===== config.mk =====
export PLATFORM = sky130hd
export DESIGN_NAME = prime_count_in_range
export DESIGN_NICKNAME = d
export VERILOG_FILES = /design/src/hw/rtl/pcir_pkg.sv /design/src/hw/rtl/prime_count_in_range.sv
export SDC_FILE = /design/constraint.sdc
export NUM_CORES = 1
export LEC_CHECK = 0
export ABC_AREA = 0
export BUFFER_PORTS_ARGS = -buffer_cell sky130_fd_sc_hd__buf_4
export CORE_MARGIN = 10
export CORE_UTILIZATION = 67
export DETAILED_ROUTE_END_ITERATION = 6
export PLACE_DENSITY = 0.87
export SLEW_MARGIN = 20
export SYNTH_ARGS = -nofsm -noshare
export SYNTH_HDL_FRONTEND = slang
export SYNTH_SLANG_ARGS = --single-unit

===== constraint.sdc =====
create_clock -name clk -period 15.6 [get_ports clk]
set_input_delay 0.78 -clock clk [delete_from_list [all_inputs] [get_ports clk]]
set_output_delay 0.78 -clock clk [all_outputs]
set_load 0.1 [all_outputs]

===== src/hw/rtl/pcir_pkg.sv =====
// constants shared by the prime range counter
// no dependencies
`default_nettype none
package pcir_pkg;

  localparam int VALUE_W = 16;
  localparam int COUNT_W = VALUE_W + 1;
  localparam int SQ_W    = 2 * VALUE_W;
  localparam int BIT_W   = $clog2(VALUE_W);

  localparam logic [2:0] S_IDLE  = 3'd0;
  localparam logic [2:0] S_CHECK = 3'd1;
  localparam logic [2:0] S_TEST  = 3'd2;
  localparam logic [2:0] S_DIV   = 3'd3;
  localparam logic [2:0] S_NEXT  = 3'd4;

endpackage
`default_nettype wire


===== src/hw/rtl/prime_count_in_range.sv =====
// prime counter over an inclusive range, trial division with a bit-serial remainder
// depends on pcir_pkg
// sequence: an empty range strobes its result in the cycle after start; otherwise each value
//   passes S_CHECK and S_NEXT, a prime a closing S_TEST too, each trial divisor d with d*d
//   <= value until a factor is found an S_TEST and S_DIV pass; strobe follows last value
// throughput: one item at a time, the next start is taken from the strobe cycle on
// the result shows on out_valid for one cycle and the receiver cannot stall
// reset: synchronous active-low rst_n returns the sequencer to idle, no strobe
`default_nettype none
module prime_count_in_range
  import pcir_pkg::*;
(
  input  wire logic               clk,
  input  wire logic               rst_n,
  input  wire logic               start,
  output logic                    busy,
  input  wire logic [VALUE_W-1:0] in_first_value,
  input  wire logic [VALUE_W-1:0] in_last_value,
  output logic                    out_valid,
  output logic [COUNT_W-1:0]      out_prime_count
);

  logic [2:0]         state_r, state_nxt;
  logic [VALUE_W-1:0] val_r, val_nxt;
  logic [VALUE_W-1:0] hi_r, hi_nxt;
  logic [VALUE_W-1:0] div_r, div_nxt;
  logic [SQ_W-1:0]    sq_r, sq_nxt;
  logic [VALUE_W-1:0] sh_r, sh_nxt;
  logic [VALUE_W-1:0] rem_r, rem_nxt;
  logic [BIT_W-1:0]   bit_r, bit_nxt;
  logic [COUNT_W-1:0] count_r, count_nxt;
  logic               out_valid_r, out_valid_nxt;

  logic [VALUE_W:0]   rem_shift;
  logic [VALUE_W:0]   rem_sub;

  assign rem_shift = {rem_r, sh_r[VALUE_W-1]};
  assign rem_sub   = rem_shift - {1'b0, div_r};

  always_comb begin
    state_nxt     = state_r;
    val_nxt       = val_r;
    hi_nxt        = hi_r;
    div_nxt       = div_r;
    sq_nxt        = sq_r;
    sh_nxt        = sh_r;
    rem_nxt       = rem_r;
    bit_nxt       = bit_r;
    count_nxt     = count_r;
    out_valid_nxt = 1'b0;
    unique case (state_r)
      S_IDLE: begin
        if (start) begin
          val_nxt   = in_first_value;
          hi_nxt    = in_last_value;
          count_nxt = '0;
          if (in_last_value < in_first_value) begin
            out_valid_nxt = 1'b1;
          end else begin
            state_nxt = S_CHECK;
          end
        end
      end
      S_CHECK: begin
        div_nxt = VALUE_W'(2);
        sq_nxt  = SQ_W'(4);
        if (val_r < VALUE_W'(2)) begin
          state_nxt = S_NEXT;
        end else begin
          state_nxt = S_TEST;
        end
      end
      S_TEST: begin
        if (sq_r > {{(SQ_W-VALUE_W){1'b0}}, val_r}) begin
          count_nxt = count_r + COUNT_W'(1);
          state_nxt = S_NEXT;
        end else begin
          sh_nxt    = val_r;
          rem_nxt   = '0;
          bit_nxt   = BIT_W'(VALUE_W - 1);
          state_nxt = S_DIV;
        end
      end
      S_DIV: begin
        // restoring remainder step, one dividend bit per cycle
        if (rem_shift >= {1'b0, div_r}) begin
          rem_nxt = rem_sub[VALUE_W-1:0];
        end else begin
          rem_nxt = rem_shift[VALUE_W-1:0];
        end
        sh_nxt  = {sh_r[VALUE_W-2:0], 1'b0};
        bit_nxt = bit_r - BIT_W'(1);
        if (bit_r == '0) begin
          if (rem_nxt == '0) begin
            state_nxt = S_NEXT;
          end else begin
            // (d+1)^2 = d^2 + 2d + 1
            sq_nxt    = sq_r + {{(SQ_W-VALUE_W-1){1'b0}}, div_r, 1'b1};
            div_nxt   = div_r + VALUE_W'(1);
            state_nxt = S_TEST;
          end
        end
      end
      S_NEXT: begin
        if (val_r == hi_r) begin
          out_valid_nxt = 1'b1;
          state_nxt     = S_IDLE;
        end else begin
          val_nxt   = val_r + VALUE_W'(1);
          state_nxt = S_CHECK;
        end
      end
      default: begin
        state_nxt = S_IDLE;
      end
    endcase
  end

  always_ff @(posedge clk) begin
    if (!rst_n) begin
      state_r     <= S_IDLE;
      out_valid_r <= 1'b0;
      count_r     <= '0;
    end else begin
      state_r     <= state_nxt;
      out_valid_r <= out_valid_nxt;
      count_r     <= count_nxt;
    end
  end

  always_ff @(posedge clk) begin
    val_r <= val_nxt;
    hi_r  <= hi_nxt;
    div_r <= div_nxt;
    sq_r  <= sq_nxt;
    sh_r  <= sh_nxt;
    rem_r <= rem_nxt;
    bit_r <= bit_nxt;
  end

  assign busy            = (state_r != S_IDLE);
  assign out_valid       = out_valid_r;
  assign out_prime_count = count_r;

  a_strobe_when_idle: assert property (@(posedge clk) disable iff (!rst_n)
    out_valid_r |-> (state_r == S_IDLE))
    else $error("result strobe while still working");

  a_start_progress: assert property (@(posedge clk) disable iff (!rst_n)
    (start && !busy) |=> (busy || out_valid_r))
    else $error("accepted item neither started nor answered");

  a_square_tracks: assert property (@(posedge clk) disable iff (!rst_n)
    (state_r == S_TEST) |-> (sq_r == SQ_W'({{VALUE_W{1'b0}}, div_r} * {{VALUE_W{1'b0}}, div_r})))
    else $error("divisor square out of step");

  a_divisor_min: assert property (@(posedge clk) disable iff (!rst_n)
    (state_r == S_DIV) |-> (div_r >= VALUE_W'(2)))
    else $error("trial divisor below two");

  a_range_order: assert property (@(posedge clk) disable iff (!rst_n)
    (state_r == S_CHECK) |-> (val_r <= hi_r))
    else $error("value walked past range end");

endmodule
`default_nettype wire


==> results.py <==
metrics = {
    "status": {
        "result_of_the_run": "finished, final reports clean",
    },
    "synth": {
        "register_area_share_after_synthesis_pct": 42.07,
        "leading_cell_types_by_total_area_after_synthesis": "edfxtp_1 (38%), ha_1 (9.0%), xnor2_1 (5.7%)",
        "synth-async-reset-ratio_pct": 0,
        "synth_seq_cells": 137,
        "netlist_instances": 976,
        "synth.lib_cells_used.distinct": 81,
        "synth.top_cells.by_count": "edfxtp_1 (116), nand2_1 (99), nor2_1 (88)",
        "synthDominantAreaCellType": "edfxtp_1",
        "synthesis.area_um2": 9280,
        "synth_fp_nets": 1080,
        "area_share_of_the_leading_cell_type_in_the_synthesized_netlist_pct": 37.54,
        "syn-mean-instance-area_um2": 9.508,
        "synth_warnings": 0,
        "post-synth-top-count-cell": "edfxtp_1",
        "synth_enable_flop_cells": 116,
        "ys.flop_type": "edfxtp_1",
    },
    "timing": {
        "clock.fmax_ghz": 0.2339,
        "final-hold-violation-count": 0,
        "final_layout_worst_hold_slack_ns": 0.5032,
        "clock_skew_ns": 0.008265,
        "rsz_0062_raised_after_global_routing": "no",
        "drv_slew": 0,
        "layout_worst_path_cycle_share_pct": 27.41,
        "totalNegativeSetupSlack_ns": 0,
        "finalSetupViolCount": 0,
        "final_period_minus_worst_setup_slack_ns": 4.276,
        "relSlewSlack_pct": 37.47,
        "worst_slew_pin_slew_ns": 0.9380,
    },
    "min_path": {
        "worstHoldStart": "out_prime_count[16]",
        "min_path_cells": 2,
        "worst_hold_path_type": "register to register",
        "hold-path-endpoint": "out_prime_count[16]",
    },
    "cells_and_area": {
        "drive_gt1_share_pct": 12.00,
        "area_growth_from_synthesis_to_final_layout_pct": 10.92,
        "diode_insertion_count_for_antenna_repair": 0,
        "fin_nets": 1124,
        "number_of_inserted_filler_cells_in_the_final_layout": 871,
    },
    "setup_path": {
        "crit_path_cell_trace": "inv_1 > ha_1 > nand4_1 > nor2_1 > o31ai_4 > a2111oi_2 > or2_1 > nor2_1 > o31ai_4 > buf_4",
        "regToRegStartpoint": "div_r[5]",
        "ff2ff_path_depth": 10,
        "worstSetupStartpointType": "register",
        "cp_data_required_time_ns": 15.66,
        "timing.critical_path.slowest_stage_cell": "or2_1",
        "critical_path.max_fanout": 48,
        "cp.arrival_ns": 4.33,
        "timing_worst_setup_path_type": "register to register",
        "r2r_slack_ns": 11.32,
        "cp_top_family": "simple AND/OR/NAND/NOR gates",
        "critical_path.n_buffers_inverters": 2,
        "critical-path-max-stage-delay_ns": 0.79,
        "regToRegEndpoint": "div_r[1]",
        "setup.worst_path.end_class": "register",
    },
    "clocking": {
        "clock_tree.root_cell": "clkbuf_16",
        "cts_buffer_depth": 2,
        "cts-htree-levels": 4,
        "cts_post_setup_buffers_inserted": 0,
        "worst_skew_pair.late_latency_ns": 0.42,
        "cts_tree": "done",
        "post_cts_hold_buffer_count": 0,
        "cts-buffers-inserted": 17,
        "worst_setup_hold_path_clk_slew_ns": 0.06,
        "cts_resized": 0,
        "clkSinkCount": 137,
    },
    "pwr": {
        "power.density_nw_per_um2": 211.0,
        "worst_ir_drop_vdd_v": 0.0002240,
        "post-layout-total-power_mw": 2.172,
        "leakage_power_nw": 4.116,
    },
    "global_routing": {
        "first_global_vias": 7450,
        "globalRouteOverflowTotal": 0,
        "grt_pass1_wl_um": 35710,
        "grt_usage_pct": 23.32,
        "grt_antenna_before_repair": 0,
        "grt_start_max_net_pins": 63,
    },
    "die": {
        "rows": 42,
        "die_width_um": 137.7,
        "start_util_pct": 69.25,
        "coreArea_um2": 13400,
        "chipHeight_um": 137.7,
        "pin_count": 54,
        "die-area_um2": 18960,
    },
    "place": {
        "gp_routability_congestion": 0.9013,
        "port_buffers": 53,
        "hpwlAfterDp_um": 15820,
    },
    "flow_run": {
        "cap_viol_max_count": 0,
    },
    "route": {
        "ant_nets": 0,
        "route.detailed.drc": 0,
        "dr.pass1.iters": 5,
        "avgViaCountPerCell": 6.342,
        "routed_len_inst_um": 17.92,
        "total_via_count_after_detailed_routing": 7668,
        "dr.first_iter.drc_count": 765,
        "wirelength_um": 21670,
    },
}
==> power breakdown <==
| part | total (mW) | internal, mW | leakage (nW) | switching, mW |
|---|---|---|---|---|
| Sequential | 0.696 | 0.571 | 1.26 | 0.124 |
| Combinational | 1.13 | 0.429 | 2.60 | 0.700 |
| Clock | 0.346 | 0.198 | 0.253 | 0.148 |
| Total | 2.17 | 1.20 | 4.12 | 0.972 |
==> placed cells by master (no fill, tap or decap), drive strengths merged, types with 8 or more instances in the layout <==
cell type  instances
nand2             99
clkbuf            20
ha                67
clkinv            12
nor2              88
edfxtp           116
nor4              15
a21oi             49
inv               64
o211ai             9
or3                8
and2              10
xor2              17
nand4             22
a211oi            11
a21o              24
buf               59
o21ai             62
o31ai              9
or4               13
nand3             31
nor2b             10
dfxtp             21
mux2i             10
xnor2             60
and3              17
nor3              22
==> worst max-delay path by stage <==
stage                     startpoint        end  cells after the start
after global routing        div_r[5]  div_r[14]                     10
after detailed placement    div_r[5]   div_r[0]                     10
after floorplan             div_r[0]   div_r[0]                     10
after global placement      div_r[5]   div_r[0]                     10
final                       div_r[5]   div_r[1]                     10
after CTS                   div_r[5]  div_r[14]                     10
==> layout make-up <==
class | count | area [um2] | area share (%)
inverters | 64 | 240.2 | 2.334
multi-input cells | 741 | 4990 | 48.47
repair buffers | 59 | 442.9 | 4.303
well taps | 176 | 220.2 | 2.139
clock buffers | 20 | 436.7 | 4.242
flip-flops and latches | 137 | 3904 | 37.92
clock inverters | 12 | 60.06 | 0.5834
==> routing by layer <==
| layer | wire length, um | part of all wire, % | GRT usage [%] |
|---|---|---|---|
| met4 | 567 | 2.6 | 8.864 |
| met2 | 10530 | 49 | 38.61 |
| met1 | 9324 | 43 | 30.09 |
| met3 | 1245 | 5.7 | 3.678 |
| met5 | 0 | 0 | 0 |
==> worst reg2reg max path: stages, from the launching register on <==
cell	delay [ns]
edfxtp_1	0.37
inv_1	0.10
ha_1	0.47
nand4_1	0.18
nor2_1	0.21
o31ai_4	0.15
a2111oi_2	0.47
or2_1	0.79
nor2_1	0.30
o31ai_4	0.29
buf_4	0.57
==> metrics by stage <==
| step | cells | worst slack (ns) | utilization (%) | instance area, um2 |
|---|---|---|---|---|
| floorplan | 976 | 9.298 | - | 9280 |
| global placement | 1177 | 11.53 | 73.07 | 9792 |
| detailed placement | 1177 | 11.38 | 73.07 | 9792 |
| CTS | 1209 | 11.39 | 76.78 | 10290 |
| global route | 1209 | 11.09 | 76.82 | 10290 |
| finish | 1209 | 11.32 | 76.82 | 10290 |
==> cells by family after synthesis <==
| family | after synthesis | share of synthesized area, % |
|---|---|---|
| xor gates and xnor gates | 77 | 7.267 |
| muxes | 10 | 1.079 |
| and+or+nand+nor | 369 | 20.24 |
| AOI/OAI and AO/OA | 216 | 15.46 |
| adders and majority gates | 69 | 9.465 |
| buffers and inverters | 98 | 4.422 |
| DFF | 137 | 42.07 |
==> sequential cells by signal, summed over array words and instances, names as in the netlist, 4 cells and up <==
register,cells
out_prime_count,17
val_r,16
hi_r,16
sq_r,32
bit_r,4
div_r,16
sh_r,16
rem_r,16
Power figures use the tool's default switching activity.
